==> config.mk <==
export PLATFORM = sky130hd
export DESIGN_NAME = cpll_queue
export DESIGN_NICKNAME = d
export VERILOG_FILES = /design/src/cpll_pkg.sv /design/src/cpll_queue.sv
export SDC_FILE = /design/constraint.sdc
export NUM_CORES = 1
export LEC_CHECK = 0
export BUFFER_PORTS_ARGS = -buffer_cell sky130_fd_sc_hd__buf_2
export CAP_MARGIN = 15
export CORE_MARGIN = 4
export CORE_UTILIZATION = 47
export DETAILED_ROUTE_END_ITERATION = 7
export GPL_TIMING_DRIVEN = 0
export HOLD_SLACK_MARGIN = 0.06
export PLACE_DENSITY = 0.84
export SLEW_MARGIN = 40
export SYNTH_ARGS = -nofsm -noshare
export SYNTH_HDL_FRONTEND = slang
export SYNTH_SLANG_ARGS = --single-unit
==> constraint.sdc <==
create_clock -name clk_i -period 3.7 [get_ports clk_i]
set_input_delay 0.925 -clock clk_i [delete_from_list [all_inputs] [get_ports clk_i]]
set_output_delay 0.925 -clock clk_i [all_outputs]
set_load 0.05 [all_outputs]
==> src/cpll_pkg.sv <==
`timescale 1ns / 1ps
// ----------------------------------------------------------------------------
// cpll_pkg: colormap lookup shared definitions
// Palette codes, node tables, result type and default sizes.
// ----------------------------------------------------------------------------
package cpll_pkg;

  localparam int unsigned FRAC_BITS   = 16;
  localparam int unsigned QUEUE_DEPTH = 2;
  localparam int unsigned ADDR_W      = 3;
  localparam int unsigned DATA_W      = 32;
  localparam int unsigned NODE_W      = 8;
  localparam int unsigned IDX_W       = 4;

  localparam logic REG_PALETTE_SEL = 1'b0;

  typedef enum logic [2:0] {
    PAL_VIRIDIS = 3'd0,
    PAL_PLASMA  = 3'd1,
    PAL_INFERNO = 3'd2,
    PAL_MAGMA   = 3'd3,
    PAL_TURBO   = 3'd4,
    PAL_CIVIDIS = 3'd5,
    PAL_GRAY    = 3'd6,
    PAL_RAINBOW = 3'd7
  } palette_e;

  typedef struct packed {
    logic [NODE_W-1:0] red;
    logic [NODE_W-1:0] green;
    logic [NODE_W-1:0] blue;
  } rgb_t;

  typedef struct packed {
    rgb_t n0;
    rgb_t n1;
  } node_pair_t;

  localparam int unsigned PAIR_W = $bits(node_pair_t);

  function automatic logic [IDX_W-1:0] node_last(input palette_e pal);
    logic [IDX_W-1:0] last;
    unique case (pal)
      PAL_VIRIDIS: last = IDX_W'(10);
      PAL_PLASMA:  last = IDX_W'(9);
      PAL_INFERNO: last = IDX_W'(9);
      PAL_MAGMA:   last = IDX_W'(9);
      PAL_TURBO:   last = IDX_W'(8);
      PAL_CIVIDIS: last = IDX_W'(8);
      PAL_GRAY:    last = IDX_W'(1);
      PAL_RAINBOW: last = IDX_W'(4);
      default:     last = IDX_W'(1);
    endcase
    return last;
  endfunction

  function automatic rgb_t mk(input int unsigned r, input int unsigned g,
                              input int unsigned b);
    rgb_t c;
    c.red   = NODE_W'(r);
    c.green = NODE_W'(g);
    c.blue  = NODE_W'(b);
    return c;
  endfunction

  function automatic rgb_t palette_node(input palette_e pal, input logic [IDX_W-1:0] idx);
    rgb_t c;
    c = mk(0, 0, 0);
    unique case (pal)
      PAL_VIRIDIS, PAL_GRAY: begin
        case (idx)
          4'd0:    c = mk( 68,   1,  84);
          4'd1:    c = mk( 72,  35, 116);
          4'd2:    c = mk( 64,  67, 135);
          4'd3:    c = mk( 52,  94, 141);
          4'd4:    c = mk( 41, 120, 142);
          4'd5:    c = mk( 32, 144, 140);
          4'd6:    c = mk( 34, 168, 132);
          4'd7:    c = mk( 68, 190, 112);
          4'd8:    c = mk(121, 209,  81);
          4'd9:    c = mk(189, 223,  38);
          4'd10:   c = mk(253, 231,  37);
          default: c = mk(0, 0, 0);
        endcase
      end
      PAL_PLASMA: begin
        case (idx)
          4'd0:    c = mk( 13,   8, 135);
          4'd1:    c = mk( 70,   3, 159);
          4'd2:    c = mk(114,   1, 168);
          4'd3:    c = mk(156,  23, 158);
          4'd4:    c = mk(189,  55, 134);
          4'd5:    c = mk(216,  87, 107);
          4'd6:    c = mk(237, 121,  83);
          4'd7:    c = mk(251, 159,  58);
          4'd8:    c = mk(253, 202,  38);
          4'd9:    c = mk(240, 249,  33);
          default: c = mk(0, 0, 0);
        endcase
      end
      PAL_INFERNO: begin
        case (idx)
          4'd0:    c = mk(  0,   0,   4);
          4'd1:    c = mk( 31,  12,  72);
          4'd2:    c = mk( 85,  15, 109);
          4'd3:    c = mk(136,  34, 106);
          4'd4:    c = mk(186,  54,  85);
          4'd5:    c = mk(227,  89,  51);
          4'd6:    c = mk(249, 140,  10);
          4'd7:    c = mk(252, 197,  46);
          4'd8:    c = mk(245, 246, 109);
          4'd9:    c = mk(252, 255, 164);
          default: c = mk(0, 0, 0);
        endcase
      end
      PAL_MAGMA: begin
        case (idx)
          4'd0:    c = mk(  0,   0,   4);
          4'd1:    c = mk( 28,  16,  68);
          4'd2:    c = mk( 79,  18, 123);
          4'd3:    c = mk(129,  37, 129);
          4'd4:    c = mk(181,  54, 122);
          4'd5:    c = mk(227,  89, 106);
          4'd6:    c = mk(251, 136,  97);
          4'd7:    c = mk(254, 189, 130);
          4'd8:    c = mk(252, 233, 178);
          4'd9:    c = mk(251, 252, 191);
          default: c = mk(0, 0, 0);
        endcase
      end
      PAL_TURBO: begin
        case (idx)
          4'd0:    c = mk( 48,  18,  59);
          4'd1:    c = mk( 70, 134, 251);
          4'd2:    c = mk( 27, 208, 213);
          4'd3:    c = mk( 99, 247,  97);
          4'd4:    c = mk(196, 240,  43);
          4'd5:    c = mk(253, 175,  39);
          4'd6:    c = mk(243,  89,  27);
          4'd7:    c = mk(194,  36,  11);
          4'd8:    c = mk(122,   4,   3);
          default: c = mk(0, 0, 0);
        endcase
      end
      PAL_CIVIDIS: begin
        case (idx)
          4'd0:    c = mk(  0,  32,  77);
          4'd1:    c = mk( 28,  54, 101);
          4'd2:    c = mk( 63,  75, 114);
          4'd3:    c = mk(100,  96, 121);
          4'd4:    c = mk(138, 119, 124);
          4'd5:    c = mk(178, 145, 121);
          4'd6:    c = mk(217, 175, 107);
          4'd7:    c = mk(245, 210,  83);
          4'd8:    c = mk(255, 234,  70);
          default: c = mk(0, 0, 0);
        endcase
      end
      PAL_RAINBOW: begin
        case (idx)
          4'd0:    c = mk(  0,   0, 255);
          4'd1:    c = mk(  0, 255, 255);
          4'd2:    c = mk(  0, 255,   0);
          4'd3:    c = mk(255, 255,   0);
          4'd4:    c = mk(255,   0,   0);
          default: c = mk(0, 0, 0);
        endcase
      end
      default: c = mk(0, 0, 0);
    endcase
    return c;
  endfunction

endpackage

==> src/cpll_queue.sv <==
`timescale 1ns / 1ps
// ----------------------------------------------------------------------------
// cpll_queue: decoupling queue
// Small first-in first-out buffer between position decode and blending.
// ----------------------------------------------------------------------------
module cpll_queue #(
  parameter int unsigned WIDTH = 64,
  parameter int unsigned DEPTH = cpll_pkg::QUEUE_DEPTH
) (
  input  logic             clk_i,
  input  logic             rst_ni,
  input  logic             valid_i,
  output logic             ready_o,
  input  logic [WIDTH-1:0] data_i,
  output logic             valid_o,
  input  logic             ready_i,
  output logic [WIDTH-1:0] data_o
);

  localparam int unsigned PTR_W = (DEPTH > 1) ? $clog2(DEPTH) : 1;
  localparam int unsigned CNT_W = $clog2(DEPTH + 1);

  logic [WIDTH-1:0] mem_q [DEPTH];
  logic [PTR_W-1:0] wr_ptr_q, wr_ptr_d, rd_ptr_q, rd_ptr_d;
  logic [CNT_W-1:0] cnt_q, cnt_d;
  logic             wr, rd;

  assign ready_o = (cnt_q != CNT_W'(DEPTH));
  assign valid_o = (cnt_q != '0);
  assign data_o  = mem_q[rd_ptr_q];
  assign wr      = valid_i && ready_o;
  assign rd      = valid_o && ready_i;

  always_comb begin
    wr_ptr_d = wr_ptr_q;
    rd_ptr_d = rd_ptr_q;
    cnt_d    = cnt_q;
    if (wr) begin
      wr_ptr_d = (wr_ptr_q == PTR_W'(DEPTH - 1)) ? '0 : wr_ptr_q + PTR_W'(1);
    end
    if (rd) begin
      rd_ptr_d = (rd_ptr_q == PTR_W'(DEPTH - 1)) ? '0 : rd_ptr_q + PTR_W'(1);
    end
    if (wr && !rd) begin
      cnt_d = cnt_q + CNT_W'(1);
    end else if (rd && !wr) begin
      cnt_d = cnt_q - CNT_W'(1);
    end
  end

  always_ff @(posedge clk_i or negedge rst_ni) begin
    if (!rst_ni) begin
      wr_ptr_q <= '0;
      rd_ptr_q <= '0;
      cnt_q    <= '0;
    end else begin
      wr_ptr_q <= wr_ptr_d;
      rd_ptr_q <= rd_ptr_d;
      cnt_q    <= cnt_d;
    end
  end

  always_ff @(posedge clk_i) begin
    if (wr) begin
      mem_q[wr_ptr_q] <= data_i;
    end
  end

endmodule

==> summary.md <==
The flow ran to the end, and the final reports show no timing, DRC or antenna violations. In this design, the critical path's most frequently occurring cell is sky130_fd_sc_hd__buf_6. sky130_fd_sc_hd__edfxtp_1 takes more of the synthesized area than any other cell. The run gives 13500 um as the first-pass GRT wire length.

TritonCTS built the clock tree. In this run the tool buffered the top-level ports with 133 buffer cells. After the last flow step, the layout net total stands at 442. The share of cell area taken by muxes after synthesis was 0.181. Counting along the longest clock path gives a buffer depth of 2. Data arrives at the worst endpoint at 1.76 ns. The die covers 12400 um2.

Detailed-route wire length on metal 1: 3270 um. IR analysis of the VDD net gives a maximum drop of 538 uV. The run gives 0 as the number of DRC violations after detailed routing.

The horizontal die dimension came out at 111 um. Setup repair after global routing left no endpoint under its margin. For this run, the number of Yosys warnings is 0.

The initial antenna violation count is 0, and the count of final hold-check violations is 0. The transition at the pin with the smallest max-transition slack was 0.558 ns; the compound-gate portion of the synthesized area was 0. The run gives 132 as the number of clock sinks.

For the detailed-route wire length, the log shows 8450 um. Walking the worst path, the cells encountered are buf_6 -> buf_6 -> mux2_4 -> buf_2. The mean area per synthesized cell was 23.1 um2; the final critical delay including setup and external delays was 2.68 ns. The tools report the number of gates resized after CTS as 0. The main combinational cell family by area after synthesis was multiplexers.

For the peak clock frequency supported by timing, the log shows 372 MHz. The worst clock skew was 0.00475 ns. Synthesized-area fraction occupied by and/or/nand/nor cells: 0.00673. The die outline height was 111 um; the met2 wirelength from detailed routing was 4510 um. The fraction of synthesized cell area taken by the top area cell type came out at 0.766. The weighted congestion at the end of routability-driven global placement was 0.722. The floorplan has 37 rows. Hold timing on the final database bottoms out at a slack of 0.222 ns. Power spread over the standard cell area amounts to 976 nW/um2. After detailed routing, the average wire length per cell comes to 16.2 um. The logs give 10400 um2 for the area of the core and 0 for the setup violation total in the final timing report. The number of pins exceeding their max-slew limit in the final report came out at 0.

The number of global-route vias before repair is 2718, and the share of synthesized cell area in full adder, half adder and majority cells is 0.00249. The worst setup path is captured at a primary output. Adding up every negative setup slack in the final design gives 0 ns.

The tool flagged a number of max-cap violations equal to 0. From synthesis to final layout, the design area changed by 29.2%. The logs give 5020 um2 for the post-synthesis instance area and 0 for the antenna diode count.

The relative max-transition margin was 0.628; the ratio of routed vias to standard cells was 4.74. The post-synthesis xor/xnor area fraction was 0.00873; the setup fix buffers added after clock tree synthesis was 0. The later pin in the worst-skew pair is clocked with a latency of 0.50 ns.

The leftover overflow at the end of global routing was 0; the clock-pin slew reported for the worst setup and hold paths after clock tree synthesis was 0.06 ns. The first routing iteration left 97 violations. The run gives 5840 um as the HPWL after detailed placement. The share of cells above drive strength 1 came out at 0.614. Synthesis handed over a netlist of 217 instances. When the netlist entered floorplanning its net count stood at 286. In the post-synthesis netlist, the biggest area contributors are sky130_fd_sc_hd__edfxtp_1 (77%), sky130_fd_sc_hd__mux2_4 (15%), sky130_fd_sc_hd__mux2_2 (3.1%). The run gives 2.61 nW as the leakage component of the power. Nature of the critical path startpoint: a flop. The H-tree depth reported by CTS came out at 4. The largest fanout on the critical path was 10; the sequential cell area fraction in the yosys report was 0.786.

The tools report the maximum number of pins on one net before global-route repair as 41. Detailed routing inserted a total of 2476 vias. The largest single stage delay on the critical path is 0.35 ns. For this run, the detailed router's first-pass iteration total came to 4.

In the detailed route, the total length drawn on met3 is 563 um. At the worst endpoint, the required time is 2.77 ns. The number of buffers added by the clock tree synthesis step was 17. The number of hold buffers added after CTS was 0. The tools report the cell chosen for the clock root as sky130_fd_sc_hd__clkbuf_8.

Pin placement for this block handled 134 I/O pins. The share of the clock period used by the worst path is 0.726. The tools report the global-route total usage across every layer as 0.143. The worst setup path is of the flop to primary output kind. The tools report the total power as 6.33 mW.

In this run, distinct cell masters in the synthesized netlist total 15. The remaining antenna violation count came out at 0. The class of the most critical hold timing path was primary input to async pin. Counting flops and latches in the post-synthesis netlist gives 132. The run gives 0.484 as the initial core utilization. The top routing layer in use is met4. Among all stages on the critical path, the largest delay is contributed by sky130_fd_sc_hd__dfrtp_1.
-- per-stage QoR --
| step | setup WS, ns | utilization | std cells | area (um2) |
|---|---|---|---|---|
| after global routing | 0.912 | 0.625 | 522 | 6480 |
| after detailed placement | 1.40 | 0.573 | 490 | 5940 |
| after floorplan | 0.532 | - | 217 | 5020 |
| after global placement | -0.335 | 0.565 | 486 | 5860 |
| final | 1.02 | 0.625 | 522 | 6480 |
| after CTS | 0.971 | 0.625 | 522 | 6480 |
-- where the power goes --
part	internal (mW)	total [mW]	switching, mW	leakage, nW
Sequential	2.05	2.14	0.0924	1.24
Clock	0.941	1.50	0.560	0.263
Combinational	0.880	2.69	1.81	1.11
-- sequential cells by signal (all words and copies together), names as in the netlist --
name / cells
mem_q: 128
rd_ptr_q: 1
wr_ptr_q: 1
cnt_q: 2
-- final timing paths --
check,cells past startpoint,startpoint,slack (ns),end
worst max-delay path,4,rd_ptr_q,1.02,data_o[46]
worst min-delay path,1,rst_ni,0.22,rd_ptr_q
worst max register to register,5,cnt_q[0],1.82,mem_q[0][14]
worst min register to register,1,cnt_q[1],0.51,cnt_q[1]
max in group asynchronous,1,rst_ni,3.36,cnt_q[0]
min in group clk_i,1,cnt_q[1],0.51,cnt_q[1]
-- routing by layer --
metal | global-route usage | up-vias
met5 | 0 | -
met4 | 0.0584 | 0
met3 | 0.0565 | 9
met2 | 0.248 | 93
met1 | 0.157 | 1199
li1 | - | 1175
-- placed cells by master, fill, tap and decap left out, drive strengths merged --
cell type / instances
mux2: 64
nand2: 2
nand2b: 1
ha: 1
dfrtp: 4
clkinv: 9
buf: 144
bufinv: 2
and3: 1
inv: 1
clkbuf: 19
edfxtp: 128
xnor2: 3
clkinvlp: 2
xor2: 2
nor2: 2
or2: 1
-- layout make-up --
type,count,area (um2)
multi-input combinational,77,1010
tap,136,170
clock buffer,19,422
sequential,132,3940
fill,767,3890
buffer,7,72.6
clock inverter,13,116
timing repair buffer,137,743
inverter,1,3.75
-- critical path, delay by kind of cell, from the launching register on --
family	cells	cell delay, ns
buffers and inverters	3	0.59
DFF	1	0.35
muxes	1	0.32
-- kinds of logic (layout without fill, tap and decap cells) --
group | Yosys count | after routing
adders and majority gates | 1 | 1
DFF | 132 | 132
buffers and inverters | 8 | 177
xor gates and xnor gates | 5 | 5
and+or+nand+nor | 7 | 7
muxes | 64 | 64
-- cells in the mapped netlist --
library cell	count
sky130_fd_sc_hd__mux2_2	14
sky130_fd_sc_hd__xor2_1	2
sky130_fd_sc_hd__xnor2_1	3
sky130_fd_sc_hd__nand2b_1	1
sky130_fd_sc_hd__ha_1	1
sky130_fd_sc_hd__mux2_4	50
sky130_fd_sc_hd__buf_6	6
sky130_fd_sc_hd__nor2_1	2
sky130_fd_sc_hd__nand2_1	2
sky130_fd_sc_hd__and3_1	1
sky130_fd_sc_hd__buf_2	1
sky130_fd_sc_hd__edfxtp_1	128
sky130_fd_sc_hd__inv_1	1
sky130_fd_sc_hd__or2_1	1
sky130_fd_sc_hd__dfrtp_1	4
Power figures use the tool's default switching activity.
