### config.mk
export PLATFORM = sky130hd
export DESIGN_NAME = cpll_back
export DESIGN_NICKNAME = d
export VERILOG_FILES = /design/src/cpll_pkg.sv /design/src/cpll_back.sv
export SDC_FILE = /design/constraint.sdc
export NUM_CORES = 2
export LEC_CHECK = 0
export BUFFER_PORTS_ARGS = -buffer_cell sky130_fd_sc_hd__buf_2
export CAP_MARGIN = 5
export CORE_MARGIN = 3
export CORE_UTILIZATION = 40
export DETAILED_ROUTE_END_ITERATION = 6
export GPL_TIMING_DRIVEN = 1
export SLEW_MARGIN = 20
export SYNTH_ARGS = -nofsm -noshare
export SYNTH_HDL_FRONTEND = slang
export SYNTH_SLANG_ARGS = --single-unit
### constraint.sdc
create_clock -name clk_i -period 4.4 [get_ports clk_i]
set_input_delay 0.44 -clock clk_i [delete_from_list [all_inputs] [get_ports clk_i]]
set_output_delay 0.44 -clock clk_i [all_outputs]
set_load 0.05 [all_outputs]
### src/cpll_pkg.sv
`timescale 1ns / 1ps
// ----------------------------------------------------------------------------
// cpll_pkg: colormap lookup shared definitions
// Palette codes, node tables, result type and default sizes.
// ----------------------------------------------------------------------------
package cpll_pkg;

  localparam int unsigned FRAC_BITS   = 16;
  localparam int unsigned QUEUE_DEPTH = 2;
  localparam int unsigned ADDR_W      = 3;
  localparam int unsigned DATA_W      = 32;
  localparam int unsigned NODE_W      = 8;
  localparam int unsigned IDX_W       = 4;

  localparam logic REG_PALETTE_SEL = 1'b0;

  typedef enum logic [2:0] {
    PAL_VIRIDIS = 3'd0,
    PAL_PLASMA  = 3'd1,
    PAL_INFERNO = 3'd2,
    PAL_MAGMA   = 3'd3,
    PAL_TURBO   = 3'd4,
    PAL_CIVIDIS = 3'd5,
    PAL_GRAY    = 3'd6,
    PAL_RAINBOW = 3'd7
  } palette_e;

  typedef struct packed {
    logic [NODE_W-1:0] red;
    logic [NODE_W-1:0] green;
    logic [NODE_W-1:0] blue;
  } rgb_t;

  typedef struct packed {
    rgb_t n0;
    rgb_t n1;
  } node_pair_t;

  localparam int unsigned PAIR_W = $bits(node_pair_t);

  function automatic logic [IDX_W-1:0] node_last(input palette_e pal);
    logic [IDX_W-1:0] last;
    unique case (pal)
      PAL_VIRIDIS: last = IDX_W'(10);
      PAL_PLASMA:  last = IDX_W'(9);
      PAL_INFERNO: last = IDX_W'(9);
      PAL_MAGMA:   last = IDX_W'(9);
      PAL_TURBO:   last = IDX_W'(8);
      PAL_CIVIDIS: last = IDX_W'(8);
      PAL_GRAY:    last = IDX_W'(1);
      PAL_RAINBOW: last = IDX_W'(4);
      default:     last = IDX_W'(1);
    endcase
    return last;
  endfunction

  function automatic rgb_t mk(input int unsigned r, input int unsigned g,
                              input int unsigned b);
    rgb_t c;
    c.red   = NODE_W'(r);
    c.green = NODE_W'(g);
    c.blue  = NODE_W'(b);
    return c;
  endfunction

  function automatic rgb_t palette_node(input palette_e pal, input logic [IDX_W-1:0] idx);
    rgb_t c;
    c = mk(0, 0, 0);
    unique case (pal)
      PAL_VIRIDIS, PAL_GRAY: begin
        case (idx)
          4'd0:    c = mk( 68,   1,  84);
          4'd1:    c = mk( 72,  35, 116);
          4'd2:    c = mk( 64,  67, 135);
          4'd3:    c = mk( 52,  94, 141);
          4'd4:    c = mk( 41, 120, 142);
          4'd5:    c = mk( 32, 144, 140);
          4'd6:    c = mk( 34, 168, 132);
          4'd7:    c = mk( 68, 190, 112);
          4'd8:    c = mk(121, 209,  81);
          4'd9:    c = mk(189, 223,  38);
          4'd10:   c = mk(253, 231,  37);
          default: c = mk(0, 0, 0);
        endcase
      end
      PAL_PLASMA: begin
        case (idx)
          4'd0:    c = mk( 13,   8, 135);
          4'd1:    c = mk( 70,   3, 159);
          4'd2:    c = mk(114,   1, 168);
          4'd3:    c = mk(156,  23, 158);
          4'd4:    c = mk(189,  55, 134);
          4'd5:    c = mk(216,  87, 107);
          4'd6:    c = mk(237, 121,  83);
          4'd7:    c = mk(251, 159,  58);
          4'd8:    c = mk(253, 202,  38);
          4'd9:    c = mk(240, 249,  33);
          default: c = mk(0, 0, 0);
        endcase
      end
      PAL_INFERNO: begin
        case (idx)
          4'd0:    c = mk(  0,   0,   4);
          4'd1:    c = mk( 31,  12,  72);
          4'd2:    c = mk( 85,  15, 109);
          4'd3:    c = mk(136,  34, 106);
          4'd4:    c = mk(186,  54,  85);
          4'd5:    c = mk(227,  89,  51);
          4'd6:    c = mk(249, 140,  10);
          4'd7:    c = mk(252, 197,  46);
          4'd8:    c = mk(245, 246, 109);
          4'd9:    c = mk(252, 255, 164);
          default: c = mk(0, 0, 0);
        endcase
      end
      PAL_MAGMA: begin
        case (idx)
          4'd0:    c = mk(  0,   0,   4);
          4'd1:    c = mk( 28,  16,  68);
          4'd2:    c = mk( 79,  18, 123);
          4'd3:    c = mk(129,  37, 129);
          4'd4:    c = mk(181,  54, 122);
          4'd5:    c = mk(227,  89, 106);
          4'd6:    c = mk(251, 136,  97);
          4'd7:    c = mk(254, 189, 130);
          4'd8:    c = mk(252, 233, 178);
          4'd9:    c = mk(251, 252, 191);
          default: c = mk(0, 0, 0);
        endcase
      end
      PAL_TURBO: begin
        case (idx)
          4'd0:    c = mk( 48,  18,  59);
          4'd1:    c = mk( 70, 134, 251);
          4'd2:    c = mk( 27, 208, 213);
          4'd3:    c = mk( 99, 247,  97);
          4'd4:    c = mk(196, 240,  43);
          4'd5:    c = mk(253, 175,  39);
          4'd6:    c = mk(243,  89,  27);
          4'd7:    c = mk(194,  36,  11);
          4'd8:    c = mk(122,   4,   3);
          default: c = mk(0, 0, 0);
        endcase
      end
      PAL_CIVIDIS: begin
        case (idx)
          4'd0:    c = mk(  0,  32,  77);
          4'd1:    c = mk( 28,  54, 101);
          4'd2:    c = mk( 63,  75, 114);
          4'd3:    c = mk(100,  96, 121);
          4'd4:    c = mk(138, 119, 124);
          4'd5:    c = mk(178, 145, 121);
          4'd6:    c = mk(217, 175, 107);
          4'd7:    c = mk(245, 210,  83);
          4'd8:    c = mk(255, 234,  70);
          default: c = mk(0, 0, 0);
        endcase
      end
      PAL_RAINBOW: begin
        case (idx)
          4'd0:    c = mk(  0,   0, 255);
          4'd1:    c = mk(  0, 255, 255);
          4'd2:    c = mk(  0, 255,   0);
          4'd3:    c = mk(255, 255,   0);
          4'd4:    c = mk(255,   0,   0);
          default: c = mk(0, 0, 0);
        endcase
      end
      default: c = mk(0, 0, 0);
    endcase
    return c;
  endfunction

endpackage

### src/cpll_back.sv
`timescale 1ns / 1ps
// ----------------------------------------------------------------------------
// cpll_back: channel blend
// Weights the node pair per channel, rounds half up and holds the result.
// ----------------------------------------------------------------------------
module cpll_back #(
  parameter int unsigned FRAC_BITS = cpll_pkg::FRAC_BITS
) (
  input  logic                   clk_i,
  input  logic                   rst_ni,
  input  logic                   valid_i,
  output logic                   ready_o,
  input  cpll_pkg::node_pair_t   pair_i,
  input  logic [FRAC_BITS-1:0]   weight_i,
  output logic                   empty,
  input  logic                   pop,
  output cpll_pkg::rgb_t         rgb_o
);

  localparam int unsigned NW    = cpll_pkg::NODE_W;
  localparam int unsigned P0_W  = NW + FRAC_BITS + 1;
  localparam int unsigned SUM_W = P0_W + 1;

  logic                  s1_valid_q, out_valid_q;
  logic                  en1, en2;
  logic [FRAC_BITS:0]    inv_w;
  logic [P0_W-1:0]       p0_d [3];
  logic [P0_W-1:0]       p1_d [3];
  logic [P0_W-1:0]       p0_q [3];
  logic [P0_W-1:0]       p1_q [3];
  logic [SUM_W-1:0]      sum [3];
  logic [NW-1:0]         n0 [3];
  logic [NW-1:0]         n1 [3];
  cpll_pkg::rgb_t        rgb_d, rgb_q;

  assign en2     = !out_valid_q || pop;
  assign en1     = !s1_valid_q || en2;
  assign ready_o = en1;
  assign empty   = !out_valid_q;
  assign rgb_o   = rgb_q;

  always_comb begin
    n0[0] = pair_i.n0.red;
    n0[1] = pair_i.n0.green;
    n0[2] = pair_i.n0.blue;
    n1[0] = pair_i.n1.red;
    n1[1] = pair_i.n1.green;
    n1[2] = pair_i.n1.blue;
    inv_w = (FRAC_BITS + 1)'(1) << FRAC_BITS;
    inv_w = inv_w - (FRAC_BITS + 1)'(weight_i);
    for (int c = 0; c < 3; c++) begin
      p0_d[c] = P0_W'(n0[c]) * P0_W'(inv_w);
      p1_d[c] = P0_W'(n1[c]) * P0_W'(weight_i);
    end
    for (int c = 0; c < 3; c++) begin
      sum[c] = SUM_W'(p0_q[c]) + SUM_W'(p1_q[c]) + (SUM_W'(1) << (FRAC_BITS - 1));
    end
    rgb_d.red   = sum[0][FRAC_BITS +: NW];
    rgb_d.green = sum[1][FRAC_BITS +: NW];
    rgb_d.blue  = sum[2][FRAC_BITS +: NW];
  end

  always_ff @(posedge clk_i or negedge rst_ni) begin
    if (!rst_ni) begin
      s1_valid_q  <= 1'b0;
      out_valid_q <= 1'b0;
    end else begin
      if (en1) begin
        s1_valid_q <= valid_i;
      end
      if (en2) begin
        out_valid_q <= s1_valid_q;
      end
    end
  end

  always_ff @(posedge clk_i) begin
    if (en1 && valid_i) begin
      p0_q <= p0_d;
      p1_q <= p1_d;
    end
    if (en2 && s1_valid_q) begin
      rgb_q <= rgb_d;
    end
  end

endmodule

==> results.md <==
* Min-delay worst type: in2reg
* Synth unique cells at 70
* Psw at ~0.013 W
* Synth Instances at roughly 3400
* Simple-gate share of the synthesized area at between 10% and 20%
* Post-Synth Adder-Cell Area at 47.1%
* Least-Margin Pin Slew at 0.889 ns
* Via-to-Cell Ratio at 4.95
* WL/cell at 17.3 µm
* Final total power at 0.0292 W
* Endpoint, Worst Hold: s1_valid_q
* DRT antenna net count at 0
* DRT Wirelength at 87100 µm
* P_int at 0.0161 W
* Slew Limit Fails at 0
* Placed cells at 4923
* Pwr per Cell Area at 690 nW/µm²
* Total number of vias at 24933
* Startpoint types: input pin
* Sw frac at between 40% and 50%
* R2r startpoint: p1_q[2]
* Register share of total power at roughly an eighth
* Max Clk Rate at 194 MHz
* CP max FO at 15
* Synth Area per Inst at 9.58 µm²
* Site Rows at 103
* Async SR Flop Fraction at 1.18%
* R2R cell count at 10
* 1st-pass router iterations at 5
* # port buffers at 93
* Crit. Startpoint: weight_i[4]
* Final worst path period share at 117%
* P&R area growth vs syn at 30.5%
* Starting Density at 40.7%
* Clk slew on worst S/H paths at approximately 0.080 ns
* Register area share after synthesis at 15.7%
* Final WS setup at -0.755 ns
* TritonCTS buffer count at 17
* Share of post-route cells with drive strength above 1 at 27.7%
* Die X at 291 µm
* Gr ovfl total at 0
* Yosys warns at 0
* Clock Power Share at 5.4%
* Comb power frac at 82.0%
* Post-synth EDFFs at 168
* Maximum number of pins on one net before global-route repair at between 70 and 80
* Min-delay src: valid_i
* Yosys top cell area share at around a third
* Flop2flop setup slack at 0.91 ns
* Worst reg2reg endpoint: rgb_o[6]
* Leakage at between 20 and 25 nW
* Setup CP Type: in2reg
* Top-count cell post-synth: inv_1
* Die ar. at approximately 85000 µm²
* Gr usage total at between 20% and 30%
* Final setup viols at about 80
* Root Buffer: clkbuf_16
* Largest family of logic cells by synthesized area: adder cells
* FF+latch count, synth at 170
* HPWL after DPL at 69900 µm
* RSZ-0062 raised after global routing: true
* Fill count at 7118
* Clock Latency Late Sink at between 0.4 and 0.5 ns
* XOR/XNOR Fraction of Synth Area at 3.94%
* Depth of the CTS H-tree at 4
* Worst EP arrival at roughly 5.5 ns
* Multiplexer share of the synthesized area at 0.154%
* CP endpoint kind: flip-flop
* Vias in the first global route at 26712
* GPL Wtd Cong at between 0.8 and 0.9
* Compound-Gate Fraction of Synth Area at 6.53%
* Net Count, Synth at 4364
* First-pass GRT wire length at 142000 µm
* Synthesized cell area at roughly 32000 µm²
* I/O pin cnt at 94
* Clock Path Buffers at 2
* Fin Clk Skew at 0.0204 ns
* Rel. slew slack at 40.7%
* DRC violations left at 0
* Failing checks: negative setup slack
* Worst EP required at 4.75 ns
* Max-Cap Viols at 0
* Status: complete, but fails checks
* Core area at 79600 µm²
* TritonCTS clock tree: yes
* Most used DFF post-synth: edfxtp_1
* Final Non-Filler Cells at 5037
* Yosys top cell by area: fa_1
* Final Util at 53.2%
* Hold Path Depth at 2
* Synth top area cells: fa_1 32%, edfxtp_1 16%, ha_1 15%
* Iter 0 DRT Violations at 1074
* Chip height at about 290 µm
* Fin crit period at 5.15 ns
* Top cells by count, synth: 552 x inv_1, 519 x fa_1, 513 x and2_1
* Antenna violations before repair at 8
* Final net count at 4949
* Maximum vdd ir drop at 0.554 mV
* Final hold vios at 0
* CTS sink count at 170
## power by group through the flow
stage / clock network (W) / logic, W / registers (W)
2_1_floorplan: 0 / 0.0135 / 0.00396
3_3_place_gp: 0 / 0.0208 / 0.00374
3_5_place_dp: 0 / 0.0210 / 0.00375
4_1_cts: 0.00162 / 0.0225 / 0.00372
5_1_grt: 0.00168 / 0.0265 / 0.00375
6_report: 0.00157 / 0.0240 / 0.00369
## registers in the layout, indices dropped and copies added (netlist names)
name	cells
rgb_o	24
s1_valid_q	1
p0_q	72
out_valid_q	1
p1_q	72
## placed cells by master (no fill, tap or decap), drive strengths merged, types with 5 or more instances in the layout
| master | netlist | routed |
|---|---|---|
| buf | 6 | 693 |
| inv | 552 | 562 |
| o21ai | 53 | 53 |
| a211oi | 14 | 14 |
| nand2 | 363 | 363 |
| ha | 391 | 391 |
| a2111oi | 7 | 7 |
| a31oi | 12 | 12 |
| fa | 519 | 519 |
| a21o | 40 | 40 |
| nor4 | 8 | 8 |
| xnor2 | 104 | 104 |
| o211ai | 6 | 6 |
| nand3b | 7 | 7 |
| a21boi | 10 | 10 |
| a21oi | 91 | 91 |
| nor2b | 21 | 21 |
| or2 | 5 | 5 |
| nand3 | 28 | 28 |
| mux2i | 5 | 5 |
| o2111ai | 7 | 7 |
| and3 | 15 | 15 |
| o31ai | 11 | 11 |
| nand4 | 10 | 10 |
| nor2 | 95 | 95 |
| and2 | 513 | 513 |
| nor3 | 42 | 42 |
| edfxtp | 168 | 168 |
| nand2b | 23 | 23 |
| o21bai | 11 | 11 |
| o21a | 23 | 23 |
| or3 | 10 | 10 |
| xor2 | 40 | 40 |
| clkbuf | 127 | 18 |
## critical path, stage by stage
cell and delay [ns]:
buf_6 0.11, or3_4 0.38, nor4_4 0.21, buf_4 0.16, buf_4 0.11, xnor2_2 0.12
buf_12 0.18, buf_4 0.13, and2_4 0.13, fa_1 0.43, fa_1 0.53, fa_1 0.51
inv_1 0.05, fa_1 0.49, inv_1 0.07, ha_4 0.23, a21oi_1 0.12, nor2_1 0.05
o21ai_1 0.17, nand2_1 0.12, or2_4 0.29, a2111o_1 0.36, nand3_1 0.09
## routing by layer
layer / GRT usage [%] / routed length (µm) / vias up
li1: - / - / 11887
met1: 27.4 / 38300 / 12559
met2: 37.2 / 44000 / 394
met3: 2.87 / 3120 / 85
met4: 4.59 / 1600 / 8
met5: 0 / 50 / -
## cell families after synthesis
logic type,count (synthesis)
compound gates,321
flops,170
fa+ha+maj,910
xor+xnor,144
mux,5
simple gates,1151
buf+inv,685
## timing repair
action / CTS / global route
resized for setup: 228 / 178
buffers inserted: 58 / 32
hold buffers: 1 / 0
gates cloned: 5 / 1
endpoints found under the setup margin: 72 / 89
pin swaps: 120 / 159
endpoints found under the hold margin: 2 / 0
## how the worst max path moves through the flow
stage	endpoint	slack [ns]
floorplan	p0_q[73]	-1.02
global placement	p0_q[72]	-1.25
detailed placement	p0_q[72]	-1.30
CTS	p0_q[73]	-0.64
global route	p0_q[48]	-0.88
finish	p0_q[72]	-0.75
## per-stage QoR
stage	setup slack, ns	hold slack, ns	instance area, µm²	setup TNS [ns]
after floorplan	-1.02	0.144	34000	-30.71
after global placement	-1.25	0.227	39200	-72.16
after detailed placement	-1.30	0.233	39200	-75.81
after CTS	-0.635	0.124	41300	-24.53
after global routing	-0.880	0.151	42300	-42.04
final	-0.755	0.169	42300	-30.95
## area by class of cell
| type | count | area, µm² | share of cell area (%) |
|---|---|---|---|
| Clock buffer | 17 | 425 | 1.00 |
| Multi-Input combinational cell | 2531 | 27200 | 64.3 |
| Antenna cell | 3 | 7.51 | 0.0177 |
| Tap cell | 1050 | 1310 | 3.10 |
| Inverter | 552 | 2070 | 4.90 |
| Sequential cell | 170 | 5090 | 12.0 |
| Timing Repair Buffer | 699 | 6040 | 14.3 |
| Clock inverter | 15 | 169 | 0.399 |
No activity file was read; power rests on OpenSTA's default activity.
